===== src/hw/rtl/rhc_pkg.sv =====
// rhc_pkg: widths, pipeline sizing and stage types of the RGB to HSV converter.
// No dependencies; used by the channel interfaces and the top level.
`default_nettype none

package rhc_pkg;

    localparam int CHANNEL_BITS = 8;
    localparam int HUE_BITS     = 16;
    localparam int SAT_BITS     = 17;

    // Quotient bits: one integer bit plus 16 fraction bits.
    localparam int QW   = 17;
    // Divisor holds 6*D, remainder holds twice that.
    localparam int DIVW = CHANNEL_BITS + 3;
    localparam int REMW = DIVW + 1;

    localparam int STEPS_PER_STAGE = 4;
    localparam int DIV_STAGES      = (QW + STEPS_PER_STAGE - 1) / STEPS_PER_STAGE;
    localparam int NUM_STAGES      = DIV_STAGES + 2;

    typedef logic [CHANNEL_BITS-1:0] t_chan;

    // max/min stage
    typedef struct packed {
        t_chan red;
        t_chan green;
        t_chan blue;
        t_chan hi;
        t_chan lo;
    } t_mm_st;

    // divider stage: hue and saturation dividers side by side
    typedef struct packed {
        logic [REMW-1:0] hue_rem;
        logic [DIVW-1:0] hue_div;
        logic [QW-1:0]   hue_q;
        logic [REMW-1:0] sat_rem;
        logic [DIVW-1:0] sat_div;
        logic [QW-1:0]   sat_q;
        t_chan           hi;
    } t_div_st;

endpackage

`default_nettype wire


===== src/hw/rtl/rhc_ifs.sv =====
// rhc_ifs: valid/ready channel interfaces for pixels in (RGB) and out (HSV).
// Depends on rhc_pkg for channel and result widths.
`default_nettype none

interface rhc_pix_if
    import rhc_pkg::*;
();
    logic  valid;
    logic  ready;
    t_chan red;
    t_chan green;
    t_chan blue;

    modport source (output valid, red, green, blue, input ready);
    modport sink   (input valid, red, green, blue, output ready);
endinterface

interface rhc_hsv_if
    import rhc_pkg::*;
();
    logic                valid;
    logic                ready;
    logic [HUE_BITS-1:0] hue;
    logic [SAT_BITS-1:0] saturation;
    t_chan               value_level;

    modport source (output valid, hue, saturation, value_level, input ready);
    modport sink   (input valid, hue, saturation, value_level, output ready);
endinterface

`default_nettype wire


===== src/hw/rtl/rgb_to_hsv_converter_top.sv =====
// rgb_to_hsv_converter_top: pipelined RGB to HSV pixel converter.
// Depends on rhc_pkg and the channel interfaces in rhc_ifs.
//
// Usage:
//   i_pix  - sink channel, one RGB pixel per beat (valid/ready).
//   o_hsv  - source channel, one HSV result per beat, in input order.
//   Hue is a Q0.16 fraction of a turn, saturation has 65536 as 1.0,
//   value_level is the largest channel.
// Pipeline: max/min stage, hue numerator / divisor stage, then
//   DIV_STAGES restoring-division stages (up to four quotient bits each) that
//   run the hue and saturation divisions side by side.
// Throughput: one pixel per clock while o_hsv.ready holds; every stage is a full register step.
// Stall: each stage advances when it is empty or the stage after it
//   advances, so bubbles collapse and a stalled receiver backs the pipe up
//   stage by stage; i_pix.ready drops only when every stage holds a beat.
// Reset: synchronous, active low; clears all valid bits, payload is not reset.
// Gray and black pixels are forced to zero hue and saturation by feeding
//   the dividers a zero dividend over a divisor of one.
`default_nettype none

module rgb_to_hsv_converter_top
    import rhc_pkg::*;
(
    input  wire       i_clk,
    input  wire       i_rst_n,
    rhc_pix_if.sink   i_pix,
    rhc_hsv_if.source o_hsv
);

    logic [NUM_STAGES-1:0] r_vld;
    logic [NUM_STAGES-1:0] en;

    t_mm_st  r_mm,  n_mm;
    t_div_st r_prep, n_prep;
    t_div_st r_div [DIV_STAGES];
    t_div_st n_div [DIV_STAGES];
    t_div_st s_div_in [DIV_STAGES];

    // ---------------------------------------------------------------
    // Stage advance chain: a stage loads when empty or when it empties.
    // ---------------------------------------------------------------
    always_comb begin
        en[NUM_STAGES-1] = !r_vld[NUM_STAGES-1] || o_hsv.ready;
        for (int k = NUM_STAGES - 2; k >= 0; k--) begin
            en[k] = !r_vld[k] || en[k+1];
        end
    end

    assign i_pix.ready = en[0];

    always_ff @(posedge i_clk) begin
        if (!i_rst_n) begin
            r_vld <= '0;
        end else begin
            if (en[0]) begin
                r_vld[0] <= i_pix.valid;
            end
            for (int k = 1; k < NUM_STAGES; k++) begin
                if (en[k]) begin
                    r_vld[k] <= r_vld[k-1];
                end
            end
        end
    end

    // ---------------------------------------------------------------
    // Stage 0: largest and smallest channel
    // ---------------------------------------------------------------
    always_comb begin
        t_chan hi_rg;
        t_chan lo_rg;
        hi_rg      = (i_pix.red > i_pix.green) ? i_pix.red : i_pix.green;
        lo_rg      = (i_pix.red < i_pix.green) ? i_pix.red : i_pix.green;
        n_mm.red   = i_pix.red;
        n_mm.green = i_pix.green;
        n_mm.blue  = i_pix.blue;
        n_mm.hi    = (i_pix.blue > hi_rg) ? i_pix.blue : hi_rg;
        n_mm.lo    = (i_pix.blue < lo_rg) ? i_pix.blue : lo_rg;
    end

    // ---------------------------------------------------------------
    // Stage 1: D, sector numerator, divisor 6*D
    // ---------------------------------------------------------------
    always_comb begin
        logic [DIVW-1:0] d;
        logic [DIVW-1:0] base;
        logic [DIVW-1:0] ofs;
        logic            add;
        logic [DIVW-1:0] num;
        logic            gray;

        d    = DIVW'(r_mm.hi - r_mm.lo);
        gray = (r_mm.hi == r_mm.lo);   // also covers black

        // Sector rules; base is 1, 3 or 5 times D, offset is max minus a channel.
        priority if (r_mm.red == r_mm.hi) begin
            if (r_mm.green == r_mm.lo) begin
                base = (d << 2) + d;
                ofs  = DIVW'(r_mm.hi - r_mm.blue);
                add  = 1'b1;
            end else begin
                base = d;
                ofs  = DIVW'(r_mm.hi - r_mm.green);
                add  = 1'b0;
            end
        end else if (r_mm.green == r_mm.hi) begin
            if (r_mm.blue == r_mm.lo) begin
                base = d;
                ofs  = DIVW'(r_mm.hi - r_mm.red);
                add  = 1'b1;
            end else begin
                base = (d << 1) + d;
                ofs  = DIVW'(r_mm.hi - r_mm.blue);
                add  = 1'b0;
            end
        end else begin
            if (r_mm.red == r_mm.lo) begin
                base = (d << 1) + d;
                ofs  = DIVW'(r_mm.hi - r_mm.green);
                add  = 1'b1;
            end else begin
                base = (d << 2) + d;
                ofs  = DIVW'(r_mm.hi - r_mm.red);
                add  = 1'b0;
            end
        end

        num = add ? (base + ofs) : (base - ofs);

        n_prep.hi    = r_mm.hi;
        n_prep.hue_q = '0;
        n_prep.sat_q = '0;
        if (gray) begin
            // zero over one: both quotients come out zero
            n_prep.hue_rem = '0;
            n_prep.hue_div = DIVW'(1);
            n_prep.sat_rem = '0;
            n_prep.sat_div = DIVW'(1);
        end else begin
            n_prep.hue_rem = REMW'(num);
            n_prep.hue_div = (d << 2) + (d << 1);
            n_prep.sat_rem = REMW'(d);
            n_prep.sat_div = DIVW'(r_mm.hi);
        end
    end

    // ---------------------------------------------------------------
    // Division stages: restoring division, quotient MSB first.
    // Dividend <= divisor on entry, so 17 steps give floor(65536*n/d).
    // ---------------------------------------------------------------
    assign s_div_in[0] = r_prep;
    for (genvar k = 1; k < DIV_STAGES; k++) begin : g_div_link
        assign s_div_in[k] = r_div[k-1];
    end

    always_comb begin
        t_div_st w;
        for (int k = 0; k < DIV_STAGES; k++) begin
            w = s_div_in[k];
            for (int j = 0; j < STEPS_PER_STAGE; j++) begin
                if (k * STEPS_PER_STAGE + j < QW) begin
                    if (w.hue_rem >= REMW'(w.hue_div)) begin
                        w.hue_rem = w.hue_rem - REMW'(w.hue_div);
                        w.hue_q   = {w.hue_q[QW-2:0], 1'b1};
                    end else begin
                        w.hue_q   = {w.hue_q[QW-2:0], 1'b0};
                    end
                    w.hue_rem = {w.hue_rem[REMW-2:0], 1'b0};

                    if (w.sat_rem >= REMW'(w.sat_div)) begin
                        w.sat_rem = w.sat_rem - REMW'(w.sat_div);
                        w.sat_q   = {w.sat_q[QW-2:0], 1'b1};
                    end else begin
                        w.sat_q   = {w.sat_q[QW-2:0], 1'b0};
                    end
                    w.sat_rem = {w.sat_rem[REMW-2:0], 1'b0};
                end
            end
            n_div[k] = w;
        end
    end

    // ---------------------------------------------------------------
    // Payload registers (no reset)
    // ---------------------------------------------------------------
    always_ff @(posedge i_clk) begin
        if (en[0]) begin
            r_mm <= n_mm;
        end
        if (en[1]) begin
            r_prep <= n_prep;
        end
        for (int k = 0; k < DIV_STAGES; k++) begin
            if (en[k+2]) begin
                r_div[k] <= n_div[k];
            end
        end
    end

    // ---------------------------------------------------------------
    // Output: hue wraps modulo one turn (drop the integer bit)
    // ---------------------------------------------------------------
    assign o_hsv.valid       = r_vld[NUM_STAGES-1];
    assign o_hsv.hue         = r_div[DIV_STAGES-1].hue_q[HUE_BITS-1:0];
    assign o_hsv.saturation  = SAT_BITS'(r_div[DIV_STAGES-1].sat_q);
    assign o_hsv.value_level = r_div[DIV_STAGES-1].hi;

endmodule

`default_nettype wire

===== src/flat_wrapper.sv =====
// flat-port wrapper written by rule: the top's interface ports become plain ports
module rgb_to_hsv_converter_top_flat import rhc_pkg::*;
  (i_clk, i_rst_n, i_pix_valid, i_pix_red, i_pix_green, i_pix_blue, i_pix_ready, o_hsv_valid, o_hsv_hue, o_hsv_saturation, o_hsv_value_level, o_hsv_ready);
  rhc_pix_if i_pix_i ();
  rhc_hsv_if o_hsv_i ();
  input  wire i_clk;
  input  wire i_rst_n;
  input wire logic [$bits(i_pix_i.valid)-1:0] i_pix_valid;
  input wire logic [$bits(i_pix_i.red)-1:0] i_pix_red;
  input wire logic [$bits(i_pix_i.green)-1:0] i_pix_green;
  input wire logic [$bits(i_pix_i.blue)-1:0] i_pix_blue;
  output wire logic [$bits(i_pix_i.ready)-1:0] i_pix_ready;
  output wire logic [$bits(o_hsv_i.valid)-1:0] o_hsv_valid;
  output wire logic [$bits(o_hsv_i.hue)-1:0] o_hsv_hue;
  output wire logic [$bits(o_hsv_i.saturation)-1:0] o_hsv_saturation;
  output wire logic [$bits(o_hsv_i.value_level)-1:0] o_hsv_value_level;
  input wire logic [$bits(o_hsv_i.ready)-1:0] o_hsv_ready;
  assign i_pix_i.valid = i_pix_valid;
  assign i_pix_i.red = i_pix_red;
  assign i_pix_i.green = i_pix_green;
  assign i_pix_i.blue = i_pix_blue;
  assign i_pix_ready = i_pix_i.ready;
  assign o_hsv_valid = o_hsv_i.valid;
  assign o_hsv_hue = o_hsv_i.hue;
  assign o_hsv_saturation = o_hsv_i.saturation;
  assign o_hsv_value_level = o_hsv_i.value_level;
  assign o_hsv_i.ready = o_hsv_ready;
  rgb_to_hsv_converter_top u_core (.i_clk(i_clk), .i_rst_n(i_rst_n), .i_pix(i_pix_i), .o_hsv(o_hsv_i));
endmodule

===== config.mk =====
export PLATFORM = sky130hd
export DESIGN_NAME = rgb_to_hsv_converter_top_flat
export DESIGN_NICKNAME = d
export VERILOG_FILES = /design/src/hw/rtl/rhc_pkg.sv /design/src/hw/rtl/rhc_ifs.sv /design/src/hw/rtl/rgb_to_hsv_converter_top.sv /design/src/flat_wrapper.sv
export SDC_FILE = /design/constraint.sdc
export NUM_CORES = 1
export LEC_CHECK = 0
export BUFFER_PORTS_ARGS = -buffer_cell sky130_fd_sc_hd__buf_2
export CAP_MARGIN = 20
export CORE_MARGIN = 4
export CORE_UTILIZATION = 40
export CTS_CLUSTER_DIAMETER = 150
export DETAILED_ROUTE_END_ITERATION = 8
export GPL_TIMING_DRIVEN = 0
export PLACE_DENSITY_LB_ADDON = 0.25
export SYNTH_ARGS = -nofsm -noshare
export SYNTH_HDL_FRONTEND = slang
export SYNTH_SLANG_ARGS = --single-unit

===== constraint.sdc =====
create_clock -name i_clk -period 26.7 [get_ports i_clk]
set_input_delay 0 -clock i_clk [delete_from_list [all_inputs] [get_ports i_clk]]
set_output_delay 0 -clock i_clk [all_outputs]
set_load 0.02 [all_outputs]

==> impl_summary.md <==
CTS
The clock passes through at most 3 buffers. The H-tree level count is 2. The clock tree root buffer cell is sky130_fd_sc_hd__clkbuf_16.

The number of clock buffers added by TritonCTS is 50. Buffers added to address setup during post-CTS repair amount to 0. The TritonCTS clock tree is done. The hold-fix buffer count after cts is 29. The clock reaches the later pin of the worst-skew pair after between 0.6 and 0.7 ns. After clock tree synthesis, the clock-pin slew on the worst setup and hold paths is ~0.060 ns. Post-CTS repair changed the size of 0 cells. CTS saw between 400 and 500 sinks.

Routing
The detailed-route DRC error count is 0. In the final routed layout, each cell accounts on average for 16.32 µm. The detailed-route vias per instance is 5.353.

The detailed router's first-iteration violation count is roughly 1300. The count of nets left with antenna violations once routing finished came out at 0. The final layout contains routed wiring with a total length of 79.28 mm.

The count of vias placed by the detailed router is roughly 26000. The first-pass iteration count of the detailed router is 5.

Yosys
When the netlist entered floorplanning its net count stood at about 4000. The async set or reset register ratio after synthesis is 0%. Sorting the synthesized cells by area gives the leading types as sky130_fd_sc_hd__edfxtp_1 (35%), sky130_fd_sc_hd__ha_1 (14%), sky130_fd_sc_hd__mux2_2 (4.1%).

The synthesized design spends more area on one cell type than any other, namely sky130_fd_sc_hd__edfxtp_1. After synthesis, flip-flops and latches occupy 35.67% of the total area. The number of distinct library cells after synthesis is between 90 and 100. In this run the cell area of the synthesized design comes to 33980 µm².

Synthesis handed over a netlist of ~3500 instances. The fraction of synthesized cell area taken by the top area cell type is approximately a third. By instance count, the leading cell after synthesis is sky130_fd_sc_hd__edfxtp_1. The number of enable-type register cells in the synthesized netlist is 399.

The commonest cells after synthesis are sky130_fd_sc_hd__edfxtp_1 (399), sky130_fd_sc_hd__ha_1 (380), sky130_fd_sc_hd__inv_1 (309). In the synthesized netlist the dominant register cell turns out to be sky130_fd_sc_hd__edfxtp_1. The average instance in the mapped netlist occupies ~9.6 µm². After synthesis the netlist holds a flip-flop and latch count of 406.

The number of warnings printed during yosys synthesis is 0.

Global route
The overall overflow remaining after global route is 0. The overall track demand over capacity in global routing is between 15 and 20%. The first global-routing pass estimated roughly 130 mm of wire. The number of antenna violations at the first check in global routing came to 0. Entering global routing, the biggest net connects between 50 and 60 pins. The via count of the first global-routing pass is 25260.

Setup path
STA classifies the critical path startpoint as a flop. The critical path endpoint category is a flop. The required time of the critical path is 27.06 ns. The register-to-register path setup slack is approximately 14 ns. The startpoint of the lowest-slack register-to-register path is u_core.r_div[0][238].

The largest single stage delay on the critical path is around 0.55 ns. The beginning of the critical path is u_core.r_div[0][238]. Following the worst setup path forward leads to its endpoint at u_core.r_div[0][335]. For the worst setup path, the data arrival time is about 13 ns. The slowest stage of the critical path is the sky130_fd_sc_hd__a221oi_1 cell. The worst reg2reg path depth is 43.

The maximum fanout along the worst path is 10. The worst setup path is of the flop to flop kind. The endpoint of the most critical register-to-register path is u_core.r_div[0][335].

Layout
Relative to the synthesized area, the layout overhead comes to 11.96%. The total inserted antenna cells is 0. The number of nets in the finished design is just over 4000. The number of inserted filler cells in the final layout is ~8000.

Cells with a size suffix above 1 make up ~11% of the layout.

Placed design
The final HPWL from detailed placement is 62.69 mm. The routability congestion estimate from global placement is 0.8869. The count of buffers added on input and output ports is 70.

Die
The full die area is 89670 µm². From bottom edge to top edge, the die measures between 200 and 300 µm. The total core area is 83950 µm². The number of ports placed on the die boundary is around 70.

The die is between 200 and 300 µm wide. The initial standard-cell utilization of the core is about two fifths. The initialized floorplan defines between 100 and 150 standard-cell rows.

STA
The number of hold violations in the final report is 0. The routed design could run at a clock period as short as ~13 ns. The post-route clock skew is 0.04659 ns. Setup repair after global routing left no endpoint under its margin. Setup violations remaining at the end of the flow were counted as 0. The max-slew violation count came to 0.

Summed over all failing endpoints, the final setup total negative slack is 0 ns. The slew of the pin with the lowest slew margin is 0.9448 ns. The ratio of final minimum period to clock period is a little under half. The relative slew slack is between 30% and 40%. Timing would allow up to 0.07880 GHz.

Status
The flow ran to the end, and the final reports show no timing, DRC or antenna violations.

Worst hold path
The tightest min-delay check is of the primary input to flop type.

Flow run
The max-cap violation count is 0.
-- worst max-delay path, delay by kind of cell, from the launching register on --
family | cells | cell delay [ns]
compound gates | 26 | 7.05
fa+ha+maj | 4 | 1.01
buf+inv | 5 | 1.64
flops | 1 | 0.39
mux | 2 | 0.72
simple gates | 6 | 1.60
-- registers in the layout (all words and copies together), names as in the netlist --
name / cells
u_core.r_vld: 7
u_core.n_div: 26
u_core.r_mm: 32
u_core.n_prep: 8
u_core.r_div: 313
u_core.r_prep: 20
-- per-layer routing --
layer	track usage, %	up-vias	routed length [µm]
met1	24.18	12220	38290
li1	-	13280	-
met4	4.446	0	1771
met5	0	-	0
met3	2.115	106	3112
met2	28.81	403	36100
-- logic make-up (layout without fill, tap and decap cells) --
kind of cell | after synthesis | after routing | synth area share [%]
mux | 187 | 187 | 6.094
compound gates | 951 | 951 | 18.20
xor+xnor | 248 | 248 | 6.392
simple gates | 929 | 929 | 13.61
fa+ha+maj | 397 | 397 | 14.99
buf+inv | 408 | 607 | 5.034
flops | 406 | 406 | 35.67
-- layout make-up --
class / count / area (µm²) / share of cell area, %
plain buffers: 93 / 525.5 / 1.381
clock buffers: 64 / 1374 / 3.611
clock inverters: 29 / 471.7 / 1.240
inverters: 315 / 1187 / 3.121
multi-input cells: 2712 / 20160 / 52.99
flip-flops and latches: 406 / 12120 / 31.86
well taps: 1134 / 1419 / 3.730
repair buffers: 106 / 783.3 / 2.059
-- how the worst min path moves through the flow --
stage | startpoint | end | slack, ns | cells past startpoint
after floorplan | i_pix_blue[0] | u_core.r_mm[16] | 0.1 | 0
final | i_pix_green[5] | u_core.r_mm[29] | 0.16 | 2
after global placement | i_pix_red[0] | u_core.r_mm[32] | 0.22 | 1
after global routing | i_pix_green[5] | u_core.r_mm[29] | 0.14 | 2
after detailed placement | i_pix_red[0] | u_core.r_mm[32] | 0.22 | 1
after CTS | i_pix_green[5] | u_core.r_mm[29] | 0.11 | 2
-- per-stage QoR --
step | hold WS (ns) | area [µm²] | worst slack [ns] | cells | util (%)
2_1_floorplan | 0.09887 | 33980 | 16.66 | 3526 | -
3_3_place_gp | 0.2228 | 35750 | 14.21 | 4730 | 42.58
3_5_place_dp | 0.2240 | 35910 | 14.26 | 4737 | 42.77
4_1_cts | 0.1103 | 38040 | 14.13 | 4859 | 45.31
5_1_grt | 0.1395 | 38040 | 13.00 | 4859 | 45.31
6_report | 0.1556 | 38040 | 14.01 | 4859 | 45.31
-- cell usage in the layout, fill, tap and decap left out, types with 38 or more instances in the layout --
cell type                   instances
sky130_fd_sc_hd__xor2_1           110
sky130_fd_sc_hd__a21o_1            84
sky130_fd_sc_hd__nor3_1            62
sky130_fd_sc_hd__buf_2             76
sky130_fd_sc_hd__ha_1             380
sky130_fd_sc_hd__buf_4             44
sky130_fd_sc_hd__mux2i_1           55
sky130_fd_sc_hd__o21a_1            66
sky130_fd_sc_hd__edfxtp_1         399
sky130_fd_sc_hd__xnor2_1          138
sky130_fd_sc_hd__clkbuf_1          44
sky130_fd_sc_hd__mux2_2           125
sky130_fd_sc_hd__inv_1            305
sky130_fd_sc_hd__nand3_1           39
sky130_fd_sc_hd__nor2_1           274
sky130_fd_sc_hd__nand2b_1          61
sky130_fd_sc_hd__o21bai_1          43
sky130_fd_sc_hd__clkbuf_16         50
sky130_fd_sc_hd__o21ai_0          222
sky130_fd_sc_hd__nand2_1          190
sky130_fd_sc_hd__nor2b_1           85
sky130_fd_sc_hd__a21oi_1          255
sky130_fd_sc_hd__and2_1            38
Power is left out: the tool's default activity adds up to more than one toggle a clock period on the data nets, which glitch-free logic cannot reach.
